File: src/hdl/lpht_pkg.sv
// shared types and constants for the linear probing hash table
`default_nettype none
package lpht_pkg;
  localparam int TABLE_DEPTH = 256;
  localparam int IDX_W = $clog2(TABLE_DEPTH);
  localparam int SIZE_W = IDX_W + 1;
  localparam int KEY_W = 31;
  localparam int CFG_W = 9;
  localparam int QUEUE_DEPTH = 2;

  typedef enum logic [1:0] {
    OP_INSERT = 2'd0,
    OP_SEARCH = 2'd1,
    OP_READ   = 2'd2
  } op_t;

  typedef enum logic [2:0] {
    ST_INSERTED  = 3'd0,
    ST_FULL      = 3'd1,
    ST_FOUND     = 3'd2,
    ST_NOT_FOUND = 3'd3,
    ST_READ      = 3'd4
  } status_t;

  // classified operation handed from front to back
  typedef struct packed {
    op_t              op;
    logic [KEY_W-1:0] key;
    logic [IDX_W-1:0] home;
    logic [SIZE_W-1:0] size;
    logic [7:0]       read_slot;
    logic             read_oob;
  } cmd_t;

  typedef struct packed {
    status_t          status;
    logic [7:0]       slot;
    logic [KEY_W-1:0] entry_key;
    logic             entry_valid;
  } res_t;

  typedef enum logic [2:0] {
    FS_IDLE,
    FS_DIV,
    FS_PUSH
  } front_state_t;

  typedef enum logic [2:0] {
    BS_IDLE,
    BS_CLEAR,
    BS_PROBE,
    BS_WAIT,
    BS_CHECK,
    BS_OUT
  } back_state_t;
endpackage
`default_nettype wire

File: src/hdl/lpht_queue.sv
// short fifo between front and back
`default_nettype none
module lpht_queue (
  input  wire logic           clk,
  input  wire logic           rst,
  input  wire logic           push_valid,
  output logic                push_ready,
  input  wire lpht_pkg::cmd_t push_data,
  output logic                pop_valid,
  input  wire logic           pop_ready,
  output lpht_pkg::cmd_t      pop_data
);
  localparam int D = lpht_pkg::QUEUE_DEPTH;
  localparam int PW = $clog2(D);

  lpht_pkg::cmd_t slots [D];
  logic [PW-1:0] wptr, rptr;
  logic [PW:0] count;
  logic do_push, do_pop;

  assign push_ready = count != (PW+1)'(D);
  assign pop_valid = count != '0;
  assign pop_data = slots[rptr];
  assign do_push = push_valid && push_ready;
  assign do_pop = pop_valid && pop_ready;

  // entry storage
  always_ff @(posedge clk) begin
    if (do_push) begin
      slots[wptr] <= push_data;
    end
  end

  // pointers and fill count
  always_ff @(posedge clk) begin
    if (rst) begin
      wptr <= '0;
      rptr <= '0;
      count <= '0;
    end else begin
      if (do_push) begin
        wptr <= (wptr == PW'(D - 1)) ? '0 : wptr + 1'b1;
      end
      if (do_pop) begin
        rptr <= (rptr == PW'(D - 1)) ? '0 : rptr + 1'b1;
      end
      count <= count + (PW+1)'(do_push) - (PW+1)'(do_pop);
    end
  end

  assert property (@(posedge clk) disable iff (rst) count <= (PW+1)'(D))
    else $error("queue overflow");
  assert property (@(posedge clk) disable iff (rst)
    (count == '0 && !do_push) |=> count == '0)
    else $error("queue count moved");
  assert property (@(posedge clk) disable iff (rst)
    (do_push && !do_pop) |=> count == $past(count) + 1'b1)
    else $error("push not counted");
endmodule
`default_nettype wire

File: config.mk
export PLATFORM = sky130hd
export DESIGN_NAME = lpht_queue
export DESIGN_NICKNAME = d
export VERILOG_FILES = /design/src/hdl/lpht_pkg.sv /design/src/hdl/lpht_queue.sv
export SDC_FILE = /design/constraint.sdc
export NUM_CORES = 1
export LEC_CHECK = 0
export ABC_AREA = 1
export BUFFER_PORTS_ARGS = -buffer_cell sky130_fd_sc_hd__buf_2
export CORE_MARGIN = 3
export CORE_UTILIZATION = 45
export CTS_CLUSTER_DIAMETER = 50
export DETAILED_ROUTE_END_ITERATION = 10
export GPL_TIMING_DRIVEN = 0
export PLACE_DENSITY_LB_ADDON = 0.08
export SETUP_SLACK_MARGIN = 0.2
export SYNTH_ARGS = -nofsm -noshare
export SYNTH_HDL_FRONTEND = slang
export SYNTH_SLANG_ARGS = --single-unit
File: constraint.sdc
create_clock -name clk -period 6.3 [get_ports clk]
set_input_delay 0.315 -clock clk [delete_from_list [all_inputs] [get_ports clk]]
set_output_delay 0.315 -clock clk [all_outputs]
set_load 0.01 [all_outputs]
Word-level counts from Yosys, hierarchy flattened
Memories as Yosys holds them, arrays and structs flattened. A register that Yosys moved wholly into a read port is not among the register bits.
Cells that the tools add are included.
W data, S select, Z words.
{"block": "word_totals", "reg_bits": 4, "ram_bits": 118, "in_bits": 63, "out_inout_bits": 61, "elab_cells": 18, "mem_count": 1}
{"name": "slots", "depth": 2, "width": 59, "read_ports": 1, "rd_clocked_by_memory_dff": 1, "write_ports": 1, "line_no": "lpht_queue.sv:16", "rtl": "lpht_pkg::cmd_t slots [D];"}
{"block": "op_classes", "add_sub_neg": 4, "n_eq_ne": 1, "muxes": 6, "reduce_logical": 3}
{"op": "$mux W1", "count": 6}
{"op": "$add A1 B1 Y1 const B", "count": 2}
{"op": "$add A2 B1 Y2", "count": 1}
{"op": "$logic_and A1 B1 Y1", "count": 2}
{"op": "$ne A2 B2 Y1 const B", "count": 1}
{"op": "$reduce_bool A2 Y1", "count": 1}
{"op": "$sub A2 B1 Y2", "count": 1}

Logic depth before layout (Yosys ltp)
{"block": "logic_depth", "word_depth": 4, "ltp_mapped": 11, "depth_no_buf": 11}

Worst setup path before layout
OpenSTA, ideal clock, no wires.
{"block": "synth_path", "kind": "flip-flop to flip-flop", "startpoint": "reg count[0]", "endpoint": "mem slots[1][0] (netlist bit), enable pin", "setup_time_ps": 478, "arrival_ps": 3156, "required_ps": 5822, "setup_slack_ps": 2667, "stages_incl_launch_ff": 5, "path_buffers": 0, "synth_period_minus_slack_ps": 3633, "cell_sequence": "dfxtp_1 > inv_1 > nand2_1 > nand2_1 > nor2_1"}
{"block": "synth_between", "elab_chain_cells": 4}
{"element": "start: declaration", "line_no": "lpht_queue.sv:18", "rtl": "logic [PW:0] count;"}
{"element": "start signal: assignment", "line_no": "lpht_queue.sv:47", "rtl": "count <= count + (PW+1)'(do_push) - (PW+1)'(do_pop);"}
{"element": "$ne A2 B2 Y1", "line_no": "lpht_queue.sv:21", "rtl": "assign push_ready = count != (PW+1)'(D);"}
{"element": "net push_ready", "line_no": "lpht_queue.sv:7", "rtl": "output logic push_ready,"}
{"element": "$logic_and A1 B1 Y1", "line_no": "lpht_queue.sv:24", "rtl": "assign do_push = push_valid && push_ready;"}
{"element": "$mux W1", "line_no": "lpht_queue.sv:29", "rtl": "if (do_push) begin"}
{"element": "$mux W1 (not written as such)", "line_no": "lpht_queue.sv:30", "rtl": "slots[wptr] <= push_data;"}
{"element": "end: declaration", "line_no": "lpht_queue.sv:16"}
The timed path passes the listed nets, and every way through them passes these cells.

==> flow_metrics.env <==
export IMPL_status="complete, no violations"
export IMPL_worst_pin_slew_ps=520
export IMPL_syn_area_per_cell_sq_um=20.6
export IMPL_grt_pass1_wl_um=13600
export IMPL_yosys_area_top_type_share=0.781
export IMPL_power_density_nw_per_um2=402
export IMPL_route_antenna_remaining_nets=0
export IMPL_rows=36
export IMPL_viasPerCell=4.55
export IMPL_synth_simple_gate_area_frac=0.0163
export IMPL_synth_most_common_cell="edfxtp_1"
export IMPL_synth_area_sq_um=4540
export IMPL_cts_tree="yes"
export IMPL_fin_util=0.680
export IMPL_cts_resized=0
export IMPL_antenna_found_initial=0
export IMPL_syn_nets=284
export IMPL_ys_async_sr_fraction=0
export IMPL_synth_compound_area_frac=0.00221
export IMPL_clock_latency_ps=500
export IMPL_setup_viol=0
export IMPL_muxShareOfSynthArea=0.155
export IMPL_fin_crit_sh=0.325
export IMPL_wl_per_cell_um=14.8
export IMPL_path_max_fanout=10
export IMPL_antenna_cells=0
export IMPL_fin_crit_ps=2050
export IMPL_seq_area_frac_synth=0.803
export IMPL_min_from="push_valid"
export IMPL_cts_buffer_depth=2
export IMPL_vias=2601
export IMPL_postCtsSetupBuffers=0
export IMPL_place_gp_congestion=0.713
export IMPL_rsz0062_at_grt="false"
export IMPL_drtPass1Iterations=4
export IMPL_coreArea_sq_um=9770
export IMPL_start_util=0.464
export IMPL_cts_max_level=4
export IMPL_synth_fa_ha_area_frac=0.00276
export IMPL_synthCells=220
export IMPL_nFillCells=677
export IMPL_fin_ws_ps=4250
export IMPL_arrival_ps=1730
export IMPL_synthTopCellsByArea="edfxtp_1 (78%), mux2_2 (12%), mux2_4 (3.3%), dfxtp_1 (2.2%), nor2_1 (0.74%)"
export IMPL_grt_max_degree=30
export IMPL_synth_top_family_by_area="multiplexers"
export IMPL_area_growth_pct=46.4
export IMPL_synthFlopType="edfxtp_1"
export IMPL_rr_startpoint="count[0]$_SDFF_PP0_"
export IMPL_pre_cts_ws_ps=4340
export IMPL_clockRootBuffer="clkbuf_8"
export IMPL_layout_nets=490
export IMPL_cp_required_ps=5980
export IMPL_drc=0
export IMPL_synth_edf_count=118
export IMPL_cp_start_kind="flop"
export IMPL_yosysUniqueCellTypes=15
export IMPL_drt_iter0_drc=84
export IMPL_synthXorXnorAreaFrac=0.00193
export IMPL_hold_viol=0
export IMPL_maxSlewHeadroom=0.653
export IMPL_p_leak_nw=2.58
export IMPL_io_pins=124
export IMPL_finalSetupTns_ps=0
export IMPL_synth_common_cells="edfxtp_1 (118), mux2_2 (49), mux2_4 (10), nor2_1 (9)"
export IMPL_end_kind="output port"
export IMPL_drv_cap=0
export IMPL_layout_drive_gt1_share=0.513
export IMPL_synth_area_leader_cell="edfxtp_1"
export IMPL_hold_path_class="in -> reg"
export IMPL_grt_pass1_vias=2847
export IMPL_die_h_um=106
export IMPL_finClkSkew_ps=6.07
export IMPL_grt_remaining_overflow=0
export IMPL_drv_slew=0
export IMPL_synth_seq_cells=123
export IMPL_cts_buffers=17
export IMPL_critPathKind="reg -> out"
export IMPL_cts_sinks=123
export IMPL_yosysWarningCount=0
export IMPL_port_buffers=123
export IMPL_die_w_um=106
export IMPL_vdd_ir_drop_worst_mv=0.254
export IMPL_grt_util_all_layers=0.159
export IMPL_fmax_mhz=488
export IMPL_die_area_sq_um=11300
export IMPL_clkTransAtPathRegs_ps=60
export IMPL_finalWirelength_um=8450
export IMPL_dp_hpwl_um=5360
==> kinds of logic after synthesis <==
logic type | after synthesis
DFF | 123
muxes | 59
and+or+nand+nor | 19
buffers and inverters | 15
AOI/OAI and AO/OA | 2
xor gates and xnor gates | 1
adders and majority gates | 1
==> state kept, by name, indices dropped and copies added, names as in the netlist, named ones only <==
| name | flops |
|---|---|
| slots | 118 |
| rptr | 1 |
| count | 2 |
| wptr | 1 |
==> power breakdown <==
part | total (mW) | internal (mW) | switching [mW]
registers | 1.07 | 1.04 | 0.0300
logic | 0.608 | 0.302 | 0.306
clock network | 0.996 | 0.674 | 0.322
total | 2.67 | 2.01 | 0.659
==> area by class of cell <==
cell class                      instances  area (sq um)  area share
Buffer                                  7          57.6     0.00866
Sequential cell                       123          3640       0.549
Inverter                                8          30.0     0.00452
Timing Repair Buffer                  187          1300       0.195
Clock buffer                           22           463      0.0697
Tap cell                              133           166      0.0251
Multi-Input combinational cell         82           822       0.124
Clock inverter                         10           164      0.0247
==> metal layers <==
layer	GRT usage	vias up	part of all wire
li1	-	1262	-
met1	0.170	1264	0.40
met2	0.288	69	0.53
met3	0.0559	6	0.058
met4	0.0603	0	0.011
met5	0	-	0
==> cells in the final DEF (no fill, tap or decap), types with 4 or more instances in the layout <==
master	synthesis	routed
buf_2	4	127
edfxtp_1	118	118
dlygate4sd3_1	0	60
mux2_2	49	49
clkbuf_16	0	16
mux2_4	10	10
inv_1	8	8
nand2_1	8	8
nor2_1	9	7
dfxtp_1	5	5
clkbuf_8	0	4
bufinv_16	0	4
clkinvlp_4	0	4
buf_12	0	4
==> path summary, 6_finish.rpt <==
| path | cells past startpoint | slack, ps | to |
|---|---|---|---|
| worst max-delay path | 4 | 4250 | pop_data[7] |
| worst min-delay path | 3 | 150 | wptr$_SDFFE_PP0P_ |
| worst max register to register | 6 | 4400 | slots[0][40]$_DFFE_PP_ |
| worst min register to register | 2 | 520 | flop |
==> worst max-delay path, cell delays in order, from the launching register on <==
cell and delay, ps:
dfxtp_1 320, buf_6 120, buf_2 280, mux2_2 370, buf_2 150
==> repair_timing <==
item,in CTS,in global routing
hold buffers,60,0
setup endpoints to repair,0,0
hold endpoints to repair,120,0
==> through the flow <==
step	cells	instance area, sq um	total power, mW	hold WS (ps)
finish	572	6640	2.67	154
global route	572	6640	2.80	152
CTS	572	6640	2.71	128
detailed placement	480	5420	1.68	495
global placement	476	5320	1.66	483
floorplan	220	4540	1.45	386
(Power assumes the default switching activity.)
