`config.mk`:
```
export PLATFORM = sky130hd
export DESIGN_NAME = lpht_front
export DESIGN_NICKNAME = d
export VERILOG_FILES = /design/src/hdl/lpht_pkg.sv /design/src/hdl/lpht_front.sv
export SDC_FILE = /design/constraint.sdc
export NUM_CORES = 1
export LEC_CHECK = 0
export BUFFER_PORTS_ARGS = -buffer_cell sky130_fd_sc_hd__buf_2
export CAP_MARGIN = 0
export CORE_ASPECT_RATIO = 1.2
export CORE_MARGIN = 4
export CORE_UTILIZATION = 47
export DETAILED_ROUTE_END_ITERATION = 7
export MAX_ROUTING_LAYER = met4
export PLACE_DENSITY = 0.73
export SETUP_SLACK_MARGIN = 0.15
export SYNTH_ARGS = -nofsm -noshare
export SYNTH_HDL_FRONTEND = slang
export SYNTH_SLANG_ARGS = --single-unit
```
`constraint.sdc`:
```
create_clock -name clk -period 2.95 [get_ports clk]
set_input_delay 0.4425 -clock clk [delete_from_list [all_inputs] [get_ports clk]]
set_output_delay 0.4425 -clock clk [all_outputs]
set_load 0.1 [all_outputs]
```
`src/hdl/lpht_pkg.sv`:
```
// shared types and constants for the linear probing hash table
`default_nettype none
package lpht_pkg;
  localparam int TABLE_DEPTH = 256;
  localparam int IDX_W = $clog2(TABLE_DEPTH);
  localparam int SIZE_W = IDX_W + 1;
  localparam int KEY_W = 31;
  localparam int CFG_W = 9;
  localparam int QUEUE_DEPTH = 2;

  typedef enum logic [1:0] {
    OP_INSERT = 2'd0,
    OP_SEARCH = 2'd1,
    OP_READ   = 2'd2
  } op_t;

  typedef enum logic [2:0] {
    ST_INSERTED  = 3'd0,
    ST_FULL      = 3'd1,
    ST_FOUND     = 3'd2,
    ST_NOT_FOUND = 3'd3,
    ST_READ      = 3'd4
  } status_t;

  // classified operation handed from front to back
  typedef struct packed {
    op_t              op;
    logic [KEY_W-1:0] key;
    logic [IDX_W-1:0] home;
    logic [SIZE_W-1:0] size;
    logic [7:0]       read_slot;
    logic             read_oob;
  } cmd_t;

  typedef struct packed {
    status_t          status;
    logic [7:0]       slot;
    logic [KEY_W-1:0] entry_key;
    logic             entry_valid;
  } res_t;

  typedef enum logic [2:0] {
    FS_IDLE,
    FS_DIV,
    FS_PUSH
  } front_state_t;

  typedef enum logic [2:0] {
    BS_IDLE,
    BS_CLEAR,
    BS_PROBE,
    BS_WAIT,
    BS_CHECK,
    BS_OUT
  } back_state_t;
endpackage
`default_nettype wire

```
`src/hdl/lpht_front.sv`:
```
// front end: accepts items, computes home slot by restoring division
`default_nettype none
module lpht_front (
  input  wire logic                         clk,
  input  wire logic                         rst,
  input  wire logic [lpht_pkg::SIZE_W-1:0]  eff_size,
  input  wire logic                         in_valid,
  output logic                              in_ready,
  input  wire logic [1:0]                   in_mode,
  input  wire logic [lpht_pkg::KEY_W-1:0]   in_key,
  input  wire logic [7:0]                   in_read_slot,
  output logic                              cmd_valid,
  input  wire logic                         cmd_ready,
  output lpht_pkg::cmd_t                    cmd
);
  localparam int KW = lpht_pkg::KEY_W;
  localparam int SW = lpht_pkg::SIZE_W;
  localparam int CW = $clog2(KW + 1);

  lpht_pkg::front_state_t state, state_next;
  lpht_pkg::cmd_t hold;
  logic [KW-1:0] quo;
  logic [SW:0] rem;
  logic [CW-1:0] cnt;
  logic [SW:0] trial;

  assign trial = {rem[SW-1:0], quo[KW-1]};
  assign cmd = hold;

  // next state and handshakes
  always_comb begin
    state_next = state;
    in_ready = 1'b0;
    cmd_valid = 1'b0;
    case (state)
      lpht_pkg::FS_IDLE: begin
        in_ready = 1'b1;
        if (in_valid) begin
          state_next = in_mode[1] ? lpht_pkg::FS_PUSH : lpht_pkg::FS_DIV;
        end
      end
      lpht_pkg::FS_DIV: begin
        if (cnt == CW'(KW - 1)) begin
          state_next = lpht_pkg::FS_PUSH;
        end
      end
      lpht_pkg::FS_PUSH: begin
        cmd_valid = 1'b1;
        if (cmd_ready) begin
          state_next = lpht_pkg::FS_IDLE;
        end
      end
      default: state_next = lpht_pkg::FS_IDLE;
    endcase
  end

  always_ff @(posedge clk) begin
    if (rst) begin
      state <= lpht_pkg::FS_IDLE;
    end else begin
      state <= state_next;
    end
  end

  // capture and one quotient bit per cycle
  always_ff @(posedge clk) begin
    case (state)
      lpht_pkg::FS_IDLE: begin
        if (in_valid) begin
          hold.op <= in_mode[1] ? lpht_pkg::OP_READ :
                     (in_mode[0] ? lpht_pkg::OP_SEARCH : lpht_pkg::OP_INSERT);
          hold.key <= in_key;
          hold.size <= eff_size;
          hold.read_slot <= in_read_slot;
          hold.read_oob <= 32'(in_read_slot) >= lpht_pkg::TABLE_DEPTH;
          hold.home <= '0;
          quo <= in_key;
          rem <= '0;
          cnt <= '0;
        end
      end
      lpht_pkg::FS_DIV: begin
        cnt <= cnt + 1'b1;
        quo <= {quo[KW-2:0], 1'b0};
        if (trial >= {1'b0, hold.size}) begin
          rem <= trial - {1'b0, hold.size};
        end else begin
          rem <= trial;
        end
        if (cnt == CW'(KW - 1)) begin
          hold.home <= (trial >= {1'b0, hold.size}) ?
                       lpht_pkg::IDX_W'(trial - {1'b0, hold.size}) :
                       lpht_pkg::IDX_W'(trial);
        end
      end
      default: ;
    endcase
  end

  // home slot always lies below the captured size
  assert property (@(posedge clk) disable iff (rst)
    (state == lpht_pkg::FS_PUSH && hold.op != lpht_pkg::OP_READ) |->
      ({1'b0, hold.home} < hold.size))
    else $error("home slot out of range");
  assert property (@(posedge clk) disable iff (rst)
    (state == lpht_pkg::FS_PUSH && !cmd_ready) |=> state == lpht_pkg::FS_PUSH)
    else $error("command dropped");
  assert property (@(posedge clk) disable iff (rst)
    in_ready |-> state == lpht_pkg::FS_IDLE)
    else $error("ready while busy");
endmodule
`default_nettype wire

```
# ---- Word-level counts from Yosys, hierarchy flattened
# Cells that the tools add are included.
dict set report totals {
  register_bits 106
  word_cells 43
}
dict set report classes {
  addsub 2
  magnitude_cmp 1
  eq_ne 6
  mux 19
  reduce_logical 6
}
# op n
set op_table {}
lappend op_table {{$pmux 31 s2} 1}
lappend op_table {{$mux 31} 1}
lappend op_table {{$mux 26} 1}
lappend op_table {{$mux 9} 2}
lappend op_table {{$pmux 9 s2} 1}
lappend op_table {{$mux 8} 2}
lappend op_table {{$pmux 8 s2} 1}
lappend op_table {{$ge 10x9->1} 1}
lappend op_table {{$pmux 5 s2} 1}
lappend op_table {{$mux 3} 3}
lappend op_table {{$pmux 3 s3} 1}
lappend op_table {{$sub 9x9->9} 1}
lappend op_table {{$ne 2x2->1 const B} 3}
lappend op_table {{$reduce_and 3->1} 2}
lappend op_table {{$add 5x1->5 const B} 1}
lappend op_table {{$eq 5x5->1 const B} 1}
lappend op_table {{$mux 5} 1}
lappend op_table {{$reduce_and 2->1} 2}
lappend op_table {{$eq 3x1->1 const B} 1}
lappend op_table {{$eq 3x2->1 const B} 1}
lappend op_table {{$logic_not 3->1} 1}
lappend op_table {{$mux 1} 3}
lappend op_table {{$mux 2} 1}
lappend op_table {{$reduce_bool 2->1} 1}

# ---- Depth between registers and ports, before layout
# Gate-level depths: netlist of run 1.
dict set report depth {
  word_depth 4
  depth_mapped 10
}

# ---- Worst setup path after synthesis of run 1
# OpenSTA, ideal clock, no wires.
dict set report synth_path {
  path_type {register to register}
  startpoint {register state[1]}
  endpoint {register hold (netlist bit cmd[10]) (enable)}
  slack_ns -0.407
  path_buffers 0
  stages_incl_launch_ff 4
  arrival_time_ns 2.953
  path_cell_list {dfxtp_1 > nor2_1 > nand2_1 > inv_1}
}
dict set report synth_via {
  elab_chain_cells 2
}
# element line
set synth_rtl {}
lappend synth_rtl {{start, declared} lpht_front.sv:20} ;# lpht_pkg::front_state_t state, state_next;
lappend synth_rtl {{start signal, assigned} lpht_front.sv:59} ;# state <= lpht_pkg::FS_IDLE;
lappend synth_rtl {{start signal, assigned} lpht_front.sv:61} ;# state <= state_next;
lappend synth_rtl {{$logic_not 3->1} lpht_front.sv:67} ;# case (state)
lappend synth_rtl {{$reduce_and 2->1 (no line)} --}
lappend synth_rtl {{end, declared} lpht_front.sv:21} ;# lpht_pkg::cmd_t hold;
# Every way passes these cells.
# A chain may end at the register's enable or synchronous reset.

# ---- Worst setup path in the final report of run 1
dict set report layout_path {
  startpoint {register quo[30]}
  endpoint {register rem[6] (data pin)}
}
dict set report layout_via {
  elab_chain_cells 3
}
# element line
set layout_rtl {}
lappend layout_rtl {{start, declared} lpht_front.sv:22} ;# logic [KW-1:0] quo;
lappend layout_rtl {{start signal, assigned} lpht_front.sv:77} ;# quo <= in_key;
lappend layout_rtl {{start signal, assigned} lpht_front.sv:84} ;# quo <= {quo[KW-2:0], 1'b0};
lappend layout_rtl {{$sub 9x9->9 or $ge 10x9->1 (tied branches)} --}
lappend layout_rtl {{$mux 9 (*)} lpht_front.sv:85} ;# if (trial >= {1'b0, hold.size}) begin
lappend layout_rtl {{$pmux 9 s2 (*)} lpht_front.sv:67}
lappend layout_rtl {{end signal, assigned} lpht_front.sv:86} ;# rem <= trial - {1'b0, hold.size};
lappend layout_rtl {{end signal, assigned} lpht_front.sv:88} ;# rem <= trial;
lappend layout_rtl {{end, declared} lpht_front.sv:23} ;# logic [SW:0] rem;
# Every way passes the cells marked *; elsewhere a longest branch is shown, timed or not.

==> flow_metrics.env, run 1 <==
export IMPL_grt_pass1_vias=2863
export IMPL_synthDominantCellAreaShare_pct=71.88
export IMPL_timing_fmax_mhz=397.7
export IMPL_ys_top_cells_by_area="edfxtp_1 (72%), nand2_1 (8.4%), ha_1 (3.2%), nor2_1 (1.7%), mux2i_1 (1.4%)"
export IMPL_tightest_slew_ns=0.5501
export IMPL_antennaDiodeCount=0
export IMPL_fin_skew_ns=0.01088
export IMPL_internal_power_mw=2.417
export IMPL_drc=0
export IMPL_hpwl_um=5802
export IMPL_antenna_found_initial=0
export IMPL_grt_use_total_pct=16.95
export IMPL_crit_type="flop to flop"
export IMPL_whs_ns=0.2433
export IMPL_grt_max_degree=55
export IMPL_numCtsBuffers=9
export IMPL_power_mw=3.681
export IMPL_r2r_slack_ns=0.44
export IMPL_crit_fanout=7
export IMPL_fp_dieH_um=112.8
export IMPL_post_route_util_pct=58.27
export IMPL_postCtsSetupBuffers=0
export IMPL_switching_power_mw=1.264
export IMPL_cap_violations=0
export IMPL_status="complete, no violations"
export IMPL_arrival_ns=2.61
export IMPL_syn_inst=323
export IMPL_p_per_area_nw_per_um2=703.0
export IMPL_cts_clk_slew_worst_paths_ns=0.10
export IMPL_yosys_most_used_dff="edfxtp_1"
export IMPL_coreArea_um2=8986
export IMPL_required_ns=3.04
export IMPL_rsz0062_at_grt="false"
export IMPL_routed_wl_um=8391
export IMPL_overflow=0
export IMPL_cp_end_kind="flop"
export IMPL_place_congestion=0.8974
export IMPL_fin_crit_sh_pct=85.23
export IMPL_synthArstFlopShare_pct=0
export IMPL_synthesis_nets=389
export IMPL_io_buffers=113
export IMPL_yosysTopAreaCell="edfxtp_1"
export IMPL_regArea_um2=3133
export IMPL_slew_violations=0
export IMPL_clockBufferDepth=2
export IMPL_die_area_um2=10760
export IMPL_hold_viol=0
export IMPL_cts_repair_resized=0
export IMPL_nNetsFinal=509
export IMPL_final_common_cell="buf_2"
export IMPL_cts_tree="yes"
export IMPL_dr_pass1_iters=4
export IMPL_hold_buffers=0
export IMPL_cts_sinks=105
export IMPL_comb_power_share_pct=25.9
export IMPL_synth_yosys_warnings=0
export IMPL_min_path_type="input pin to flop"
export IMPL_p_leak_nw=2.270
export IMPL_syn_cell_area_um2=4303
export IMPL_finalCriticalPeriod_ns=2.514
export IMPL_syn_to_final_growth_pct=21.69
export IMPL_p_clk_share_pct=23.4
export IMPL_initial_core_util_pct=47.88
export IMPL_drtIter0Drc=142
export IMPL_ys_seq_area_share_pct=72.81
export IMPL_clock_root_buffer="clkbuf_8"
export IMPL_antenna_left=0
export IMPL_vias=2773
export IMPL_ys_ff_latch=105
export IMPL_row_count=38
export IMPL_ir_drop_v=0.0003796
export IMPL_layout_drive_gt1_share_pct=32.21
export IMPL_finalSetupViolCount=0
export IMPL_io_pin_count=115
export IMPL_ys_types=38
export IMPL_avgSynthCellArea_um2=13.32
export IMPL_avgRoutedWirePerCell_um=14.80
export IMPL_clock_latency_ns=0.36
export IMPL_layout_common_cells="buf_2 (113), edfxtp_1 (103), nand2_1 (95)"
export IMPL_seq_power_share_pct=50.7
export IMPL_htree_levels=3
export IMPL_slew_headroom_pct=63.33
export IMPL_grt_pass1_wl_um=13570
export IMPL_multi_input_area_um2=1076
export IMPL_sw_frac_of_total_pct=34.33
export IMPL_synth_edf_count=103
export IMPL_die_w_um=95.35
export IMPL_nFillCells=756
export IMPL_vias_per_cell=4.891
export IMPL_start_kind="flop"
-- final timing paths --
check          start  endpoint  cells after the start
max          quo[30]    rem[6]                     10
min              rst  state[1]                      2
max reg2reg  quo[30]    rem[6]                     10
min reg2reg   quo[3]    quo[4]                      2
-- metal layers --
layer  vias to the layer above  global-route usage [%]  wire length, um
met2                        80                   26.67             4189
met4                         0                   6.641              181
met5                         -                       -                0
li1                       1374                       -                -
met3                        17                   3.989              495
met1                      1302                   21.19             3524
-- logic make-up (layout without fill, tap and decap cells) --
| logic type | Yosys count | count (layout) | share of synthesized area, % |
|---|---|---|---|
| compound gates | 27 | 27 | 4.653 |
| xor+xnor | 8 | 8 | 1.628 |
| fa+ha+maj | 12 | 12 | 3.664 |
| buf+inv | 26 | 150 | 2.530 |
| flops | 105 | 105 | 72.81 |
| mux | 7 | 7 | 1.657 |
| other cells | 1 | 1 | 0.08715 |
| simple gates | 137 | 137 | 12.97 |
-- final cells by class --
| cell class | instances | area share [%] |
|---|---|---|
| sequential | 105 | 59.83 |
| multi-input combinational | 192 | 20.55 |
| timing repair buffer | 121 | 12.19 |
| tap | 120 | 2.867 |
| clock buffer | 9 | 2.366 |
| clock inverter | 6 | 1.123 |
| inverter | 14 | 1.075 |
-- critical path, stage by stage (launching register included) --
cell and delay (ns):
edfxtp_1 0.38, inv_1 0.11, ha_2 0.19, inv_2 0.04, fa_2 0.34, a21o_1 0.20, o211a_1 0.24, a211oi_4 0.24
buf_4 0.21, mux2i_1 0.23, nor2_1 0.07
-- synth_stat cells, types with 2 or more instances --
| cell type | instances |
|---|---|
| edfxtp_1 | 103 |
| nand2_1 | 96 |
| nor2_1 | 20 |
| inv_1 | 14 |
| ha_1 | 11 |
| clkbuf_1 | 10 |
| a21oi_1 | 8 |
| mux2i_1 | 6 |
| nand3_1 | 5 |
| a21o_1 | 4 |
| and3_1 | 4 |
| nor2b_1 | 4 |
| xnor2_1 | 4 |
| xor2_1 | 4 |
| nor3_1 | 3 |
| a211oi_1 | 2 |
| dfxtp_1 | 2 |
| o21a_1 | 2 |
| o41ai_1 | 2 |
-- through the flow --
step	TNS, ns	area [um^2]	instances	setup slack [ns]
3_3_place_gp	0	5054	552	0.5183
4_1_cts	0	5236	567	0.4402
2_1_floorplan	-0.4466	4314	323	-0.1117
5_1_grt	0	5236	567	0.2542
6_report	0	5236	567	0.4358
3_5_place_dp	0	5054	552	0.4513
-- flip-flops by register name (all words and copies together), names as in the netlist --
| register | flops |
|---|---|
| rem | 9 |
| quo | 31 |
| cnt | 5 |
| state | 2 |
| cmd | 58 |
-- power by group through the flow --
stage,Clock (mW),Sequential (mW),Combinational [mW]
2_1_floorplan,0,2.33,0.340
3_3_place_gp,0,1.90,0.952
3_5_place_dp,0,1.90,0.961
4_1_cts,0.881,1.87,0.964
5_1_grt,0.956,1.88,1.02
6_report,0.861,1.87,0.954
Power figures use the tool's default switching activity.
==> run 2: changes to the inputs <==
--- a/config.mk
+++ b/config.mk
@@ -7,7 +7,7 @@
 export LEC_CHECK = 0
 export BUFFER_PORTS_ARGS = -buffer_cell sky130_fd_sc_hd__buf_2
 export CAP_MARGIN = 0
-export CORE_ASPECT_RATIO = 1.2
+export CORE_ASPECT_RATIO = 0.9
 export CORE_MARGIN = 4
 export CORE_UTILIZATION = 47
 export DETAILED_ROUTE_END_ITERATION = 7
==> run 2 against run 1 <==
- clock skew up 0.0030 ns
- cell count shrank 0.18%
- sequential power about the same
- critical path type unchanged
- sequential share of layout area hardly changed
- worst setup slack gained 0.058 ns
==> flow_metrics.env, run 2 (synthesized netlist as in run 1, its figures left out) <==
export IMPL_nNetsFinal=508
export IMPL_clock_root_buffer="clkbuf_8"
export IMPL_overflow=0
export IMPL_drc=0
export IMPL_r2r_start="quo[30]"
export IMPL_hold_buffers=0
export IMPL_grt_use_total_pct=15.99
export IMPL_startpoint="quo[30]"
export IMPL_slew_violations=0
export IMPL_drtIter0Drc=99
export IMPL_sw_frac_of_total_pct=35.51
export IMPL_htree_levels=3
export IMPL_layout_common_cells="buf_2 (113), edfxtp_1 (103), nand2_1 (95)"
export IMPL_vias=2793
export IMPL_fp_dieH_um=98.77
export IMPL_numCtsBuffers=9
export IMPL_hpwl_um=5900
export IMPL_timing_fmax_mhz=407.1
export IMPL_pre_cts_slack_ns=0.4987
export IMPL_hold_viol=0
export IMPL_internal_power_mw=2.365
export IMPL_finalSetupViolCount=0
export IMPL_routed_wl_um=8022
export IMPL_antennaDiodeCount=0
export IMPL_ir_drop_v=0.0004874
export IMPL_die_w_um=108.9
export IMPL_status="complete, no violations"
export IMPL_place_congestion=0.8591
export IMPL_grt_pass1_vias=2745
export IMPL_rsz0062_at_grt="false"
export IMPL_die_area_um2=10750
export IMPL_p_leak_nw=2.275
export IMPL_antenna_left=0
export IMPL_switching_power_mw=1.302
export IMPL_cts_tree="yes"
export IMPL_row_count=32
export IMPL_p_per_area_nw_per_um2=699.8
export IMPL_avgRoutedWirePerCell_um=14.17
export IMPL_clock_latency_ns=0.36
export IMPL_coreArea_um2=8728
export IMPL_initial_core_util_pct=49.30
export IMPL_comb_power_share_pct=25.8
export IMPL_hold_end="cmd[4]"
export IMPL_io_pin_count=115
export IMPL_ff2ff_path_depth=10
export IMPL_grt_max_degree=55
export IMPL_postCtsSetupBuffers=0
export IMPL_required_ns=3.05
export IMPL_cts_repair_resized=0
export IMPL_r2r_slack_ns=0.49
export IMPL_p_clk_share_pct=23.3
export IMPL_arrival_ns=2.56
export IMPL_start_kind="flop"
export IMPL_hold_depth=1
export IMPL_power_mw=3.667
export IMPL_timing_rr_end="cmd[21]"
export IMPL_antenna_found_initial=0
export IMPL_final_common_cell="buf_2"
export IMPL_cap_violations=0
export IMPL_crit_fanout=10
export IMPL_io_buffers=113
export IMPL_hp_start="in_read_slot[3]"
export IMPL_crit_type="flop to flop"
export IMPL_min_path_type="input pin to flop"
export IMPL_layout_drive_gt1_share_pct=32.44
export IMPL_largest_reg_flops=58
export IMPL_syn_to_final_growth_pct=21.78
export IMPL_grt_pass1_wl_um=12960
export IMPL_tightest_slew_ns=0.5926
export IMPL_cp_end_kind="flop"
export IMPL_slew_headroom_pct=60.36
export IMPL_finalCriticalPeriod_ns=2.457
export IMPL_fin_crit_sh_pct=83.27
export IMPL_cts_clk_slew_worst_paths_ns=0.11
export IMPL_vias_per_cell=4.935
export IMPL_fin_skew_ns=0.01384
export IMPL_seq_power_share_pct=50.9
export IMPL_cts_sinks=105
export IMPL_post_route_worst_setup_slack_ns=0.4935
export IMPL_post_route_util_pct=60.03
export IMPL_clockBufferDepth=2
export IMPL_dr_pass1_iters=5
run 2: routing by layer:
layer | track usage, % | up-vias | share of wire (%)
met5 | - | - | 0
met3 | 4.257 | 11 | 6.0
met1 | 20.71 | 1331 | 45
li1 | - | 1364 | -
met4 | 4.757 | 0 | 1.3
met2 | 24.89 | 87 | 48
run 2: worst max path at each step:
stage | end | slack (ns)
after global placement | cmd[21] | 0.60
after global routing | rem[4] | 0.35
final | cmd[21] | 0.49
after CTS | cmd[21] | 0.48
after floorplan | cmd[22] | -0.11
after detailed placement | cmd[21] | 0.50
run 2: power groups by stage:
stage,Clock (mW),Sequential [mW],Combinational (mW)
after floorplan,0,2.33,0.340
after global placement,0,1.90,0.938
after detailed placement,0,1.90,0.955
after CTS,0.886,1.87,0.956
after global routing,0.942,1.88,1.01
final,0.856,1.87,0.946
run 2: worst max-delay path, stage by stage, from the launching register on:
cell	delay, ns
edfxtp_1	0.38
inv_1	0.11
ha_2	0.19
inv_2	0.04
fa_2	0.34
a21o_1	0.20
o211a_1	0.24
a211oi_4	0.17
buf_4	0.22
mux2i_1	0.26
nor2_1	0.06
run 2: layout make-up:
cell class,count,area [um^2]
clock buffers,9,123.9
clock inverters,7,71.32
inverters,14,56.30
repair buffers,120,630.6
fillers,758,3488
multi-input cells,192,1076
well taps,119,148.9
flip-flops and latches,105,3133
run 2: through the flow:
step                area (um^2)  cells  setup TNS (ns)  hold WS [ns]
floorplan                  4314    323         -0.4466        0.4836
global placement           5045    550               0        0.4894
detailed placement         5045    550               0        0.4968
CTS                        5240    566               0        0.2236
global route               5240    566               0        0.2094
finish                     5240    566               0        0.2472
==> run 3: changes to the inputs <==
--- a/config.mk
+++ b/config.mk
@@ -12,7 +12,7 @@
 export CORE_UTILIZATION = 47
 export DETAILED_ROUTE_END_ITERATION = 7
 export MAX_ROUTING_LAYER = met4
-export PLACE_DENSITY = 0.73
+export PLACE_DENSITY = 0.75
 export SETUP_SLACK_MARGIN = 0.15
 export SYNTH_ARGS = -nofsm -noshare
 export SYNTH_HDL_FRONTEND = slang
==> constraint.sdc (replaced) <==
create_clock -name clk -period 2.03 [get_ports clk]
set_input_delay 0.3045 -clock clk [delete_from_list [all_inputs] [get_ports clk]]
set_output_delay 0.3045 -clock clk [all_outputs]
set_load 0.1 [all_outputs]
==> run 3 against run 2 <==
- the run now ends with setup timing left
- count of clock-buffer cells in the layout unchanged
- cell count increased by 4.6%
- via count grew 4.0%
- non-clock buffer count rose by 26
- sequential share of layout area is 3.0 points lower
- die area is the same
- global-route usage grew 1.5 points
- core utilization grew 3.2 points
- hold slack worse by 0.15 ns
- sequential cell count stayed put
==> flow_metrics.env, run 3 (synthesized netlist as in run 1, its figures left out) <==
export IMPL_worst_path_most_repeated_cell="inv_2"
export IMPL_layout_common_cells="buf_2 (113), edfxtp_1 (103), nand2_1 (94)"
export IMPL_cts_tree="yes"
export IMPL_max_stage_delay_ns=0.40
export IMPL_antenna_found_initial=1
export IMPL_r2r_start="quo[30]"
export IMPL_cp_slowest_cell="edfxtp_1"
export IMPL_finalSetupViolCount=17
export IMPL_final_common_cell="buf_2"
export IMPL_htree_levels=3
export IMPL_cts_clk_slew_worst_paths_ns=0.10
export IMPL_cp_end_kind="flop"
export IMPL_p_per_area_nw_per_um2=997.6
export IMPL_io_pin_count=115
export IMPL_cap_violations=0
export IMPL_power_mw=5.508
export IMPL_vias=2904
export IMPL_grt_pass1_vias=2979
export IMPL_overflow=0
export IMPL_row_count=32
export IMPL_fp_dieH_um=98.77
export IMPL_hold_depth=2
export IMPL_clockBufferDepth=2
export IMPL_grt_pass1_wl_um=14080
export IMPL_ir_drop_v=0.0006172
export IMPL_comb_power_share_pct=28.4
export IMPL_initial_core_util_pct=49.30
export IMPL_timing_fmax_mhz=417.0
export IMPL_die_area_um2=10750
export IMPL_grt_use_total_pct=17.51
export IMPL_fin_area_um2=5522
export IMPL_min_path_type="input pin to flop"
export IMPL_die_w_um=108.9
export IMPL_switching_power_mw=1.954
export IMPL_ff2ff_path_depth=10
export IMPL_post_route_util_pct=63.26
export IMPL_dr_pass1_iters=4
export IMPL_fin_crit_sh_pct=118.1
export IMPL_r2r_slack_ns=-0.37
export IMPL_finalCriticalPeriod_ns=2.398
export IMPL_path_cells="inv_2 -> ha_4 -> inv_2 -> fa_2 -> a21o_1 -> o211a_1 -> a211oi_4 -> buf_12 -> mux2i_4 -> nor2_1"
export IMPL_multi_input_area_um2=1126
export IMPL_place_congestion=0.8192
export IMPL_routed_wl_um=8699
export IMPL_internal_power_mw=3.555
export IMPL_setup_tns_ns=-5.759
export IMPL_start_kind="flop"
export IMPL_drtIter0Drc=136
export IMPL_clock_root_buffer="clkbuf_8"
export IMPL_crit_type="flop to flop"
export IMPL_regArea_um2=3134
export IMPL_required_ns=2.15
export IMPL_p_leak_nw=2.416
export IMPL_hold_viol=0
export IMPL_status="finished with violations"
export IMPL_hold_buffers=0
export IMPL_dpl_cell_area_um2=5259
export IMPL_seq_power_share_pct=49.4
export IMPL_drc=0
export IMPL_timing_rr_end="rem[4]"
export IMPL_p_clk_share_pct=22.2
export IMPL_crit_fanout=7
export IMPL_io_buffers=113
export IMPL_arrival_ns=2.52
export IMPL_layout_drive_gt1_share_pct=38.14
export IMPL_hpwl_um=6347
export IMPL_syn_to_final_growth_pct=28.32
export IMPL_nNetsFinal=534
export IMPL_clock_latency_ns=0.37
export IMPL_nFillCells=710
export IMPL_grt_max_degree=51
export IMPL_pre_cts_slack_ns=-0.3703
export IMPL_fin_skew_ns=0.008274
export IMPL_coreArea_um2=8728
export IMPL_cts_sinks=105
export IMPL_largest_reg_flops=58
export IMPL_slew_violations=0
export IMPL_violations="setup timing"
export IMPL_sw_frac_of_total_pct=35.47
export IMPL_vias_per_cell=4.905
export IMPL_hp_start="rst"
export IMPL_numCtsBuffers=9
export IMPL_avgRoutedWirePerCell_um=14.69
export IMPL_post_route_worst_setup_slack_ns=-0.3680
export IMPL_hold_end="state[0]"
export IMPL_antenna_left=0
export IMPL_rsz0062_at_grt="true"
run 3: cell types whose count changed in the layout (fill, tap and decap cells not counted), moves of 2 or more:
cell     previous run  this run
buf_4               6        28
buf_12              1         4
inv_8               3         1
mux2i_1             6         4
nor2b_1             3         1
nor2b_2             1         3
run 3: what timing repair did:
item,CTS,global route
resized for setup,6,3
pin swaps,4,3
setup buffers,2,2
endpoints found under the setup margin,17,17
run 3: area by class of cell:
type / instances / share of cell area (%)
multi-input combinational: 192 / 20.39
sequential: 105 / 56.76
tap: 119 / 2.697
inverter: 14 / 1.020
clock inverter: 6 / 1.133
clock buffer: 9 / 2.243
timing repair buffer: 146 / 15.70
antenna: 1 / 0.04532
run 3: power by group through the flow:
stage          registers [mW]  logic [mW]  clock network (mW)
2_1_floorplan            3.38       0.497                   0
3_3_place_gp             2.76        1.47                   0
3_5_place_dp             2.77        1.50                   0
4_1_cts                  2.72        1.55                1.25
5_1_grt                  2.74        1.67                1.35
6_report                 2.72        1.56                1.22
run 3: metrics by stage:
step | hold slack (ns) | std cells
2_1_floorplan | 0.3695 | 323
3_3_place_gp | 0.4749 | 572
3_5_place_dp | 0.4762 | 572
4_1_cts | 0.07688 | 589
5_1_grt | 0.07075 | 592
6_report | 0.09414 | 592
run 3: how the worst max path moves through the flow:
stage,start,to,slack (ns),depth (start not counted)
2_1_floorplan,cmd[9],cmd[22],-1.03,9
3_3_place_gp,quo[30],cmd[24],-0.26,10
3_5_place_dp,quo[30],rem[4],-0.37,10
4_1_cts,quo[30],rem[2],-0.32,10
5_1_grt,quo[30],rem[2],-0.49,10
6_report,quo[30],rem[4],-0.37,10
run 3: routing by layer:
metal	GRT usage, %	part of all wire (%)	up-vias
met5	-	0	-
met4	5.534	1.9	0
met3	4.650	6.2	15
met2	28.55	49	98
met1	21.33	43	1367
li1	-	-	1424
run 3: worst max-delay path, delay by kind of cell, from the launching register on:
kind            cells  cell delay, ns
compound gates      3            0.69
buf+inv             3            0.29
simple gates        1            0.06
fa+ha+maj           2            0.46
flops               1            0.40
mux                 1            0.23
